`config.mk`:
```
export PLATFORM = sky130hd
export DESIGN_NAME = i2c_master_byte_engine
export DESIGN_NICKNAME = d
export VERILOG_FILES = /design/src/design/i2cm_pkg.sv /design/src/design/i2c_master_byte_engine.sv /design/src/design/i2cm_core.sv
export SDC_FILE = /design/constraint.sdc
export NUM_CORES = 1
export LEC_CHECK = 0
export ABC_AREA = 1
export BUFFER_PORTS_ARGS = -buffer_cell sky130_fd_sc_hd__buf_4
export CAP_MARGIN = 20
export CORE_AREA = 3 3 149 151
export DETAILED_ROUTE_END_ITERATION = 16
export DIE_AREA = 0 0 152 154
export MAX_ROUTING_LAYER = met4
export PLACE_DENSITY = 0.45
export SETUP_SLACK_MARGIN = 0.02
export SLEW_MARGIN = 10
export SYNTH_ARGS = -nofsm -noshare
export SYNTH_HDL_FRONTEND = slang
export SYNTH_SLANG_ARGS = --single-unit
```
`constraint.sdc`:
```
create_clock -name clk -period 7.1 [get_ports clk]
set_input_delay 1.42 -clock clk [delete_from_list [all_inputs] [get_ports clk]]
set_output_delay 1.42 -clock clk [all_outputs]
set_load 0.005 [all_outputs]
```
`src/design/i2cm_pkg.sv`:
```
// ----------------------------------------------------------------------------
// i2cm_pkg
// Shared types and constants for the tick-driven i2c master byte engine.
// ----------------------------------------------------------------------------
package i2cm_pkg;

    localparam int TIMER_BITS_DEF = 16;
    localparam int UNIT_W         = 16;
    localparam int IN_TDATA_W     = 16;
    localparam int IN_TUSER_W     = 1;
    localparam int OUT_TDATA_W    = 16;

    typedef enum logic [1:0] {
        CMD_START = 2'd0,
        CMD_STOP  = 2'd1,
        CMD_WRITE = 2'd2,
        CMD_READ  = 2'd3
    } cmd_t;

    // one tick of the bus timebase, msb first
    typedef struct packed {
        logic       kind;
        logic       sda_level;
        logic       scl_level;
        logic [7:0] write_byte;
        cmd_t       command;
    } tick_item_t;

    // line drives and status after one tick, msb first
    typedef struct packed {
        logic       start_ok;
        logic       ack_seen;
        logic [7:0] read_byte;
        logic       done_res;
        logic       busy_res;
        logic       sda_pull_low;
        logic       scl_pull_low;
    } tick_result_t;

    localparam int IN_ITEM_W  = $bits(tick_item_t);
    localparam int OUT_ITEM_W = $bits(tick_result_t);

endpackage

```
`src/design/i2c_master_byte_engine.sv`:
```
// ----------------------------------------------------------------------------
// i2c_master_byte_engine
// Open-drain i2c master stepped by bus timebase ticks: start, stop, write byte
// and read byte with nack, delays counted in units of unit_ticks ticks.
// ----------------------------------------------------------------------------
// Each stream transaction on the input is one tick and yields exactly one
// result transaction. The engine takes one tick per clock cycle unless the
// sink stalls, which holds off new ticks. A tick lands in an input register,
// the sequencer computes the new line drives and status in a single pass and
// the result register holds them until the sink takes them. A command is only
// picked up on a tick seen while the engine is idle; unit_ticks may be
// rewritten only while idle, and a value of zero counts as one.
module i2c_master_byte_engine #(
    parameter int TIMER_BITS = i2cm_pkg::TIMER_BITS_DEF
) (
    input  logic                               clk,
    input  logic                               rst_n,
    input  logic                               s_axis_tvalid,
    output logic                               s_axis_tready,
    // command[1:0], write_byte[9:2], scl_level[10], sda_level[11], zero fill
    input  logic [i2cm_pkg::IN_TDATA_W-1:0]    s_axis_tdata,
    // kind[0]
    input  logic [i2cm_pkg::IN_TUSER_W-1:0]    s_axis_tuser,
    output logic                               m_axis_tvalid,
    input  logic                               m_axis_tready,
    // scl_pull_low[0], sda_pull_low[1], busy_res[2], done_res[3],
    // read_byte[11:4], ack_seen[12], start_ok[13], zero fill
    output logic [i2cm_pkg::OUT_TDATA_W-1:0]   m_axis_tdata,
    input  logic                               cfg_valid,
    output logic                               cfg_ready,
    input  logic [i2cm_pkg::UNIT_W-1:0]        cfg_data
);
    import i2cm_pkg::*;

    logic                in_valid_reg;
    tick_item_t          in_item_reg;
    logic                out_valid_reg;
    tick_result_t        out_item_reg;
    logic [UNIT_W-1:0]   unit_ticks_reg;
    tick_result_t        result;
    logic                out_free;
    logic                step;

    assign out_free      = !out_valid_reg || m_axis_tready;
    assign step          = in_valid_reg && out_free;
    assign s_axis_tready = !in_valid_reg || out_free;
    assign cfg_ready     = 1'b1;

    always_ff @(posedge clk or negedge rst_n)
    begin
        if (!rst_n)
        begin
            in_valid_reg   <= 1'b0;
            out_valid_reg  <= 1'b0;
            unit_ticks_reg <= UNIT_W'(1);
        end
        else
        begin
            if (s_axis_tvalid && s_axis_tready)
                in_valid_reg <= 1'b1;
            else if (step)
                in_valid_reg <= 1'b0;

            if (step)
                out_valid_reg <= 1'b1;
            else if (m_axis_tready)
                out_valid_reg <= 1'b0;

            if (cfg_valid && cfg_ready)
                unit_ticks_reg <= cfg_data;
        end
    end

    // payload registers, no reset
    always_ff @(posedge clk)
    begin
        if (s_axis_tvalid && s_axis_tready)
            in_item_reg <= tick_item_t'({s_axis_tuser[0], s_axis_tdata[IN_ITEM_W-2:0]});
        if (step)
            out_item_reg <= result;
    end

    i2cm_core #(
        .TIMER_BITS (TIMER_BITS)
    ) u_core (
        .clk        (clk),
        .rst_n      (rst_n),
        .step       (step),
        .item       (in_item_reg),
        .unit_ticks (unit_ticks_reg),
        .result     (result)
    );

    assign m_axis_tvalid = out_valid_reg;
    assign m_axis_tdata  = {{(OUT_TDATA_W - OUT_ITEM_W){1'b0}}, out_item_reg};

endmodule

```
`src/design/i2cm_core.sv`:
```
// ----------------------------------------------------------------------------
// i2cm_core
// Bit-level sequencer: updates the bus state by one tick per step and
// presents the result of that tick.
// ----------------------------------------------------------------------------
module i2cm_core #(
    parameter int TIMER_BITS = i2cm_pkg::TIMER_BITS_DEF
) (
    input  logic                          clk,
    input  logic                          rst_n,
    input  logic                          step,
    input  i2cm_pkg::tick_item_t          item,
    input  logic [i2cm_pkg::UNIT_W-1:0]   unit_ticks,
    output i2cm_pkg::tick_result_t        result
);
    import i2cm_pkg::*;

    typedef enum logic [4:0] {
        P_IDLE, P_S_SAMPLE, P_S_SDA, P_S_SCL, P_P_SCL, P_P_SDA,
        P_W_RISE, P_W_STRETCH, P_W_FALL, P_W_ACKRISE, P_W_ACKSAMPLE,
        P_R_STRETCH, P_R_SAMPLE, P_R_FALL, P_R_NEXT, P_R_NACKRISE,
        P_R_NACKFALL, P_R_END, P_R_DONE
    } phase_t;

    localparam int CMP_W = (TIMER_BITS > UNIT_W) ? TIMER_BITS : UNIT_W;
    localparam logic [TIMER_BITS-1:0] TIMER_MAX = '1;

    phase_t                 phase_reg, phase_next;
    logic [3:0]             bit_index_reg, bit_index_next;
    logic [7:0]             shift_reg, shift_next;
    logic [TIMER_BITS-1:0]  timer_reg, timer_next;
    logic [1:0]             units_reg, units_next;
    logic                   scl_drive_reg, scl_drive_next;
    logic                   sda_drive_reg, sda_drive_next;
    logic                   ack_reg, ack_next;
    logic                   start_reg, start_next;
    logic [7:0]             last_read_reg, last_read_next;
    logic                   done_now;
    logic                   act;
    logic [TIMER_BITS-1:0]  unit_load;
    logic [CMP_W-1:0]       unit_ext;
    logic [3:0]             bit_inc;

    // zero counts as one, values beyond the timer saturate
    always_comb
    begin
        unit_ext = CMP_W'(unit_ticks);
        if (unit_ticks == '0)
            unit_load = TIMER_BITS'(1);
        else if (unit_ext > CMP_W'(TIMER_MAX))
            unit_load = TIMER_MAX;
        else
            unit_load = TIMER_BITS'(unit_ext);
    end

    assign bit_inc = bit_index_reg + 4'd1;

    always_comb
    begin
        phase_next     = phase_reg;
        bit_index_next = bit_index_reg;
        shift_next     = shift_reg;
        timer_next     = timer_reg;
        units_next     = units_reg;
        scl_drive_next = scl_drive_reg;
        sda_drive_next = sda_drive_reg;
        ack_next       = ack_reg;
        start_next     = start_reg;
        last_read_next = last_read_reg;
        done_now       = 1'b0;
        act            = 1'b0;

        if (phase_reg == P_IDLE)
        begin
            if (item.kind)
            begin
                case (item.command)
                    CMD_START:
                    begin
                        scl_drive_next = 1'b0;
                        sda_drive_next = 1'b0;
                        units_next     = 2'd0;
                        phase_next     = P_S_SAMPLE;
                    end
                    CMD_STOP:
                    begin
                        sda_drive_next = 1'b1;
                        scl_drive_next = 1'b1;
                        units_next     = 2'd2;
                        timer_next     = unit_load;
                        phase_next     = P_P_SCL;
                    end
                    CMD_WRITE:
                    begin
                        shift_next     = item.write_byte;
                        bit_index_next = 4'd0;
                        sda_drive_next = ~item.write_byte[7];
                        units_next     = 2'd2;
                        timer_next     = unit_load;
                        phase_next     = P_W_RISE;
                    end
                    default:
                    begin
                        shift_next     = 8'd0;
                        bit_index_next = 4'd0;
                        sda_drive_next = 1'b0;
                        scl_drive_next = 1'b0;
                        units_next     = 2'd0;
                        phase_next     = P_R_STRETCH;
                    end
                endcase
            end
        end
        else if (units_reg != 2'd0)
        begin
            timer_next = timer_reg - TIMER_BITS'(1);
            if (timer_next == '0)
            begin
                units_next = units_reg - 2'd1;
                if (units_next != 2'd0)
                    timer_next = unit_load;
                else
                    act = 1'b1;
            end
        end
        else
        begin
            act = 1'b1;
        end

        if (act)
        begin
            case (phase_reg)
                P_S_SAMPLE:
                begin
                    if (!item.sda_level || !item.scl_level)
                    begin
                        start_next = 1'b0;
                        phase_next = P_IDLE;
                        units_next = 2'd0;
                        timer_next = '0;
                        done_now   = 1'b1;
                    end
                    else
                    begin
                        start_next = 1'b1;
                        units_next = 2'd1;
                        timer_next = unit_load;
                        phase_next = P_S_SDA;
                    end
                end
                P_S_SDA:
                begin
                    sda_drive_next = 1'b1;
                    units_next     = 2'd1;
                    timer_next     = unit_load;
                    phase_next     = P_S_SCL;
                end
                P_P_SCL:
                begin
                    scl_drive_next = 1'b0;
                    units_next     = 2'd1;
                    timer_next     = unit_load;
                    phase_next     = P_P_SDA;
                end
                P_W_RISE:
                begin
                    scl_drive_next = 1'b0;
                    units_next     = 2'd1;
                    timer_next     = unit_load;
                    phase_next     = P_W_STRETCH;
                end
                P_W_STRETCH:
                begin
                    // hold while the slave stretches the clock
                    if (item.scl_level)
                    begin
                        units_next = 2'd1;
                        timer_next = unit_load;
                        phase_next = P_W_FALL;
                    end
                end
                P_W_FALL:
                begin
                    scl_drive_next = 1'b1;
                    shift_next     = {shift_reg[6:0], 1'b0};
                    bit_index_next = bit_inc;
                    timer_next     = unit_load;
                    if (bit_inc >= 4'd8)
                    begin
                        sda_drive_next = 1'b0;
                        units_next     = 2'd1;
                        phase_next     = P_W_ACKRISE;
                    end
                    else
                    begin
                        sda_drive_next = ~shift_reg[6];
                        units_next     = 2'd2;
                        phase_next     = P_W_RISE;
                    end
                end
                P_W_ACKRISE:
                begin
                    scl_drive_next = 1'b0;
                    units_next     = 2'd2;
                    timer_next     = unit_load;
                    phase_next     = P_W_ACKSAMPLE;
                end
                P_R_STRETCH:
                begin
                    if (item.scl_level)
                    begin
                        units_next = 2'd1;
                        timer_next = unit_load;
                        phase_next = P_R_SAMPLE;
                    end
                end
                P_R_SAMPLE:
                begin
                    shift_next = {shift_reg[6:0], item.sda_level};
                    units_next = 2'd2;
                    timer_next = unit_load;
                    phase_next = P_R_FALL;
                end
                P_R_FALL:
                begin
                    scl_drive_next = 1'b1;
                    bit_index_next = bit_inc;
                    units_next     = 2'd2;
                    timer_next     = unit_load;
                    phase_next     = P_R_NEXT;
                end
                P_R_NEXT:
                begin
                    if (bit_index_reg < 4'd8)
                    begin
                        scl_drive_next = 1'b0;
                        units_next     = 2'd0;
                        phase_next     = P_R_STRETCH;
                    end
                    else
                    begin
                        sda_drive_next = 1'b0;
                        units_next     = 2'd1;
                        timer_next     = unit_load;
                        phase_next     = P_R_NACKRISE;
                    end
                end
                P_R_NACKRISE:
                begin
                    scl_drive_next = 1'b0;
                    units_next     = 2'd2;
                    timer_next     = unit_load;
                    phase_next     = P_R_NACKFALL;
                end
                P_R_NACKFALL:
                begin
                    scl_drive_next = 1'b1;
                    units_next     = 2'd1;
                    timer_next     = unit_load;
                    phase_next     = P_R_END;
                end
                P_R_END:
                begin
                    sda_drive_next = 1'b0;
                    units_next     = 2'd1;
                    timer_next     = unit_load;
                    phase_next     = P_R_DONE;
                end
                default:
                begin
                    // last action of a command, plus recovery from unused codes
                    if (phase_reg == P_S_SCL)
                        scl_drive_next = 1'b1;
                    if (phase_reg == P_P_SDA)
                        sda_drive_next = 1'b0;
                    if (phase_reg == P_W_ACKSAMPLE)
                    begin
                        ack_next       = ~item.sda_level;
                        scl_drive_next = 1'b1;
                    end
                    if (phase_reg == P_R_DONE)
                        last_read_next = shift_reg;
                    phase_next = P_IDLE;
                    units_next = 2'd0;
                    timer_next = '0;
                    done_now   = 1'b1;
                end
            endcase
        end
    end

    always_ff @(posedge clk or negedge rst_n)
    begin
        if (!rst_n)
        begin
            phase_reg     <= P_IDLE;
            bit_index_reg <= 4'd0;
            shift_reg     <= 8'd0;
            timer_reg     <= '0;
            units_reg     <= 2'd0;
            scl_drive_reg <= 1'b0;
            sda_drive_reg <= 1'b0;
            ack_reg       <= 1'b0;
            start_reg     <= 1'b0;
            last_read_reg <= 8'd0;
        end
        else if (step)
        begin
            phase_reg     <= phase_next;
            bit_index_reg <= bit_index_next;
            shift_reg     <= shift_next;
            timer_reg     <= timer_next;
            units_reg     <= units_next;
            scl_drive_reg <= scl_drive_next;
            sda_drive_reg <= sda_drive_next;
            ack_reg       <= ack_next;
            start_reg     <= start_next;
            last_read_reg <= last_read_next;
        end
    end

    always_comb
    begin
        result.scl_pull_low = scl_drive_next;
        result.sda_pull_low = sda_drive_next;
        result.busy_res     = (phase_next != P_IDLE);
        result.done_res     = done_now;
        result.read_byte    = last_read_next;
        result.ack_seen     = ack_next;
        result.start_ok     = start_next;
    end

endmodule

```
==> run_results.csv, run 1 <==
group,metric,value,unit
setup_path,critPathLaunchType,"register",
setup_path,end_kind,"register",
synth,syn_area,6270,um^2
place,hpwl,13300,um
place,dp_cells,1220,
setup_path,path_cells,"inv_1, nand2_1, nor2_1, inv_1, nor2_1, inv_1, nor2_1, inv_1, o211ai_1, a21oi_1, o21ai_0, o21ai_0",
job,drv_cap,0,
synth,synth_top_area_cell,"dfrtp_1",
synth,avgSynthCellArea,6.77,um^2
cts,clock_latency,0.36,ns
synth,yosysUniqueCellTypes,40,
timing,max-slew-margin-rel,32.0,%
routing,wl_per_cell,15.4,um
setup_path,cp_slowest_stage_delay,0.82,ns
power_and_ir_drop,totalPowerFinal,2.70,mW
die,core.rowCount,53,
global_route,grt_antenna_before_repair,0,
timing,setup_tns,0,ns
global_route,first_global_vias,5850,
cts,clk_pin_slew,0.08,ns
power_and_ir_drop,seq_power_share,30.4,%
setup_path,crit_family,"simple AND/OR/NAND/NOR gates",
power_and_ir_drop,vdd_ir_drop_max,0.169,mV
cts,ctsHoldBuffers,0,
layout,layoutNonFillerInstCount,1236,
synth,synthCells,926,
synth,ys_seq_elements,92,
synth,synth-seq-area-share,38.9,%
routing,vias,5984,
cts,cts_setup_buffers,0,
power_and_ir_drop,combPwrFrac,48.7,%
synth,ys_top_cells_by_area,"dfrtp_1, nand2_1, edfxtp_1, inv_1, nand3_1",
setup_path,slowest_stage,"nor2_1",
die,ios,57,
power_and_ir_drop,p_leak,3.49,nW
setup_path,r2r-start,"u_core.phase_reg[3]$_DFFE_PN0P_",
die,die_area,23400,um^2
layout,drive_above_1_share,9.68,%
synth,synth-edff-count,27,
power_and_ir_drop,power_density,377,nW/um^2
timing,fmax,281,MHz
synth,ys.warnings.count,0,
setup_path,reg2reg_depth,12,
cts,cts_resized,0,
cts,clockBufferDepth,2,
place,place_congestion,0.890,
setup_path,worst-r2r-setup-slack,3.54,ns
setup_path,r2r_end,"u_core.shift_reg[6]$_DFFE_PN0P_",
layout,area_delta_synth_final,14.4,%
power_and_ir_drop,clkPwrFrac,20.9,%
layout,layout_commonest_cell,"nand2_1",
power_and_ir_drop,p_sw_share,48.3,%
timing,drv_slew,0,
power_and_ir_drop,p_switching,1.30,mW
cts,cts-htree-levels,3,
timing,tightest_slew,1.02,ns
layout,final_cell_mix,"nand2_1, inv_1, nor2_1",
cts,cts_tree,"built",
global_route,grtUsageTotal,16.9,%
setup_path,cp-endpoint,"u_core.shift_reg[6]$_DFFE_PN0P_",
global_route,grt_pass1_wl,31400,um
cts,cts_sinks,92,
global_route,grt_max_degree,66,
place,io_buffers,49,
timing,hold_viol,0,
synth,async_flop_share,70.7,%
routing,via_per_inst,4.84,
timing,setup_viol,0,
die,coreArea,21000,um^2
setup_path,cp-startpoint,"u_core.phase_reg[3]$_DFFE_PN0P_",
setup_path,cp.arrival,3.77,ns
min_path,hp-class,"register to register",
timing,period_share,50.1,%
synth,synthFlopType,"dfrtp_1",
synth,synth_top_area_share,25.5,%
die,die-width,152,um
power_and_ir_drop,internal_power,1.40,mW
setup_path,crit_type,"register to register",
routing,drt_iter0_drc,321,
routing,first_pass_iters,5,
layout,diodes,0,
global_route,grt-ovfl-total,0,
setup_path,worst-path-stages,12,
cts,numCtsBuffers,9,
routing,routed_wl,19000,um
setup_path,critPathBufInv,4,
setup_path,cpMostUsedCell,"inv_1",
die,dieHeight,154,um
setup_path,worstPathRequired,7.31,ns
die,start_util,29.9,%
cts,root_buffer,"clkbuf_16",
timing,clock_skew,0.0116,ns
layout,fillCellCount,2389,
timing,rsz0062_at_grt,"false",
layout,nets,1003,
routing,postRouteAntennaNets,0,
routing,drc_errors,0,
setup_path,crit_fanout,22,
timing,period_minus_slack,3.56,ns
outcome,status,"completed",
[logic make-up after synthesis]
kind of cell | share of synthesized area (%)
AOI/OAI and AO/OA | 13.6
buffers and inverters | 9.98
other | 0.120
adders and majority gates | 1.80
muxes | 0.160
DFF | 38.9
xor gates and xnor gates | 0.279
and+or+nand+nor | 35.1
[power groups by stage]
stage          combinational (mW)  clock (mW)  sequential (mW)
5_1_grt                      1.51       0.604            0.842
6_report                     1.32       0.565            0.821
4_1_cts                      1.32       0.585            0.820
3_3_place_gp                 1.32           0            0.834
3_5_place_dp                 1.32           0            0.830
2_1_floorplan               0.984           0            0.788
[worst min-delay path by stage]
| stage | start | endpoint | slack [ns] | cells past startpoint |
|---|---|---|---|---|
| floorplan | u_core.last_read_reg[0]$_DFFE_PN0P_ | u_core.last_read_reg[0]$_DFFE_PN0P_ | 0.45 | 2 |
| global placement | u_core.last_read_reg[7]$_DFFE_PN0P_ | u_core.last_read_reg[7]$_DFFE_PN0P_ | 0.46 | 2 |
| detailed placement | u_core.last_read_reg[7]$_DFFE_PN0P_ | u_core.last_read_reg[7]$_DFFE_PN0P_ | 0.46 | 2 |
| CTS | u_core.last_read_reg[7]$_DFFE_PN0P_ | u_core.last_read_reg[7]$_DFFE_PN0P_ | 0.48 | 2 |
| global route | u_core.last_read_reg[7]$_DFFE_PN0P_ | u_core.last_read_reg[7]$_DFFE_PN0P_ | 0.50 | 2 |
| finish | u_core.last_read_reg[7]$_DFFE_PN0P_ | u_core.last_read_reg[7]$_DFFE_PN0P_ | 0.48 | 2 |
[layout make-up]
type                       count  area [um^2]  share of cell area [%]
multi-input combinational    680         3210                    44.8
clock inverter                 7          111                    1.55
tap                          275          344                    4.80
sequential                    92         2440                    34.0
inverter                     122          458                    6.39
timing repair buffer          51          383                    5.34
clock buffer                   9          225                    3.14
[per-stage QoR]
stage               hold WS, ns  worst slack (ns)  instance area [um^2]  util, %
finish                    0.476              3.54                  7170     34.2
detailed placement        0.465              3.48                  6830     32.6
global route              0.505              3.18                  7170     34.2
floorplan                 0.445              4.09                  6270        -
global placement          0.459              3.43                  6830     32.6
CTS                       0.482              3.48                  7170     34.2
[worst min-delay path: cells and delay by family, from the launching register on]
kind / cells / cell delay [ns]
simple gates: 2 / 0.11
flops: 1 / 0.34
[routing by layer]
metal | wire (um) | up-vias | global-route usage (%)
met1 | 8840 | 2785 | 21.4
met5 | 0 | - | -
met2 | 9350 | 110 | 28.4
li1 | - | 3068 | -
met4 | 284 | 0 | 4.24
met3 | 526 | 21 | 2.53
[synthesized netlist by cell type, drive strengths merged (11+ instances only)]
| master | instances |
|---|---|
| dfrtp | 64 |
| inv | 122 |
| o221ai | 13 |
| nand3 | 85 |
| nand2 | 292 |
| nand4 | 16 |
| nor2 | 110 |
| o21ai | 82 |
| clkbuf | 22 |
| buf | 11 |
| edfxtp | 27 |
| a21oi | 35 |
(Power assumes the default switching activity.)
==> run 2, diff against run 1 <==
==> constraint.sdc (replaced) <==
create_clock -name clk -period 3.34 [get_ports clk]
set_input_delay 0.668 -clock clk [delete_from_list [all_inputs] [get_ports clk]]
set_output_delay 0.668 -clock clk [all_outputs]
set_load 0.005 [all_outputs]
==> run_results.csv, run 2 (same netlist as run 1, synthesis figures left out) <==
group,metric,value,unit
outcome,status,"completed",
power_and_ir_drop,p_sw_share,48.5,%
timing,fmax,340,MHz
layout,nets,1019,
timing,max-slew-margin-rel,38.8,%
timing,worst_slack,0.402,ns
layout,diodes,0,
cts,clk_pin_slew,0.08,ns
global_route,grt-ovfl-total,0,
cts,cts_resized,0,
setup_path,worstPathRequired,3.44,ns
setup_path,critPathLaunchType,"register",
layout,final_cell_mix,"nand2_1, inv_1, nor2_1",
setup_path,reg2reg_depth,17,
setup_path,crit_fanout,27,
timing,tightest_slew,0.918,ns
timing,hold_viol,0,
power_and_ir_drop,power_density,797,nW/um^2
cts,cts_tree,"built",
min_path,hp-class,"primary input to asynchronous set/reset pin",
timing,period_minus_slack,2.94,ns
cts,cts_setup_buffers,0,
routing,postRouteAntennaNets,0,
global_route,grtUsageTotal,17.4,%
routing,routed_wl,19500,um
timing,period_share,88.0,%
power_and_ir_drop,vdd_ir_drop_max,0.362,mV
die,core.rowCount,53,
routing,drc_errors,0,
die,start_util,29.9,%
power_and_ir_drop,internal_power,2.98,mW
routing,via_per_inst,4.84,
routing,vias,6060,
layout,layout_commonest_cell,"nand2_1",
global_route,first_global_vias,5942,
timing,clock_skew,0.00847,ns
die,dieHeight,154,um
place,io_buffers,49,
cts,cts-htree-levels,3,
power_and_ir_drop,clkPwrFrac,19.4,%
layout,layoutNonFillerInstCount,1252,
power_and_ir_drop,totalPowerFinal,5.79,mW
global_route,grt_antenna_before_repair,0,
timing,drv_slew,0,
layout,area_delta_synth_final,16.0,%
power_and_ir_drop,seq_power_share,30.2,%
setup_path,cp.arrival,3.04,ns
place,placed_area,6960,um^2
cts,clock_latency,0.36,ns
cts,root_buffer,"clkbuf_16",
die,ios,57,
place,dp_cells,1236,
global_route,grt_pass1_wl,32000,um
power_and_ir_drop,p_leak,3.56,nW
die,die-width,152,um
timing,rsz0062_at_grt,"false",
setup_path,crit_type,"register to register",
die,coreArea,21000,um^2
setup_path,end_kind,"register",
cts,clockBufferDepth,2,
place,place_congestion,0.879,
job,drv_cap,0,
routing,wl_per_cell,15.6,um
timing,setup_tns,0,ns
cts,numCtsBuffers,9,
setup_path,worst-r2r-setup-slack,0.40,ns
cts,cts_sinks,92,
cts,ctsHoldBuffers,0,
layout,drive_above_1_share,11.1,%
place,hpwl,13900,um
power_and_ir_drop,combPwrFrac,50.4,%
layout,stdcell_area,7270,um^2
timing,setup_viol,0,
power_and_ir_drop,p_switching,2.81,mW
global_route,grt_max_degree,66,
routing,first_pass_iters,5,
place,dp_slack,0.435,ns
routing,drt_iter0_drc,299,
die,die_area,23400,um^2
==> run 2: cell type report <==
class	instances	area, um^2
sequential	92	2440
timing repair buffer	67	515
tap	275	344
clock inverter	6	78.8
fill	2377	13700
clock buffer	10	229
inverter	122	458
multi-input combinational	680	3210
==> run 2: stage by stage <==
stage,hold WS (ns),util [%]
2_1_floorplan,0.372,-
3_3_place_gp,0.460,33.2
3_5_place_dp,0.462,33.2
4_1_cts,0.465,34.7
5_1_grt,0.460,34.7
6_report,0.421,34.7
==> run 2: worst paths after layout <==
path / start / end
worst min-delay path: rst_n / u_core.last_read_reg[3]$_DFFE_PN0P_
worst max register to register: u_core.timer_reg[0]$_DFFE_PN0P_ / m_axis_tdata[2]$_DFFE_PP_
worst max-delay path: u_core.timer_reg[0]$_DFFE_PN0P_ / m_axis_tdata[2]$_DFFE_PP_
min in group clk: u_core.last_read_reg[3]$_DFFE_PN0P_ / u_core.last_read_reg[3]$_DFFE_PN0P_
worst min register to register: u_core.last_read_reg[3]$_DFFE_PN0P_ / u_core.last_read_reg[3]$_DFFE_PN0P_
max in group asynchronous: rst_n / unit_ticks_reg[7]$_DFFE_PN0P_
==> run 2: worst max-delay path: stages, from the launching register on <==
cell and delay, ns:
dfrtp_1 0.45, inv_2 0.18, ha_1 0.25, nand2_1 0.11, nor2_2 0.16, nand2_1 0.07
nand2_1 0.06, nand2_1 0.13, nor2_1 0.12, nand3_1 0.12, nor2_4 0.15, nand3_2 0.09
nand2_4 0.12, nand2_4 0.21, o21ai_0 0.14, o21ai_1 0.10, nor2_1 0.11, nand3_1 0.09
==> run 2: power by group through the flow <==
stage | Clock [mW] | Combinational, mW | Sequential, mW
detailed placement | 0 | 2.92 | 1.77
CTS | 1.17 | 2.93 | 1.75
global route | 1.21 | 3.36 | 1.79
global placement | 0 | 2.94 | 1.77
floorplan | 0 | 2.09 | 1.68
finish | 1.12 | 2.92 | 1.75
==> run 2: routing by layer <==
metal | share of wire, % | track usage (%)
met3 | 3.3 | 2.87
met5 | 0 | -
met2 | 48 | 28.3
met4 | 1.8 | 4.84
met1 | 47 | 22.4
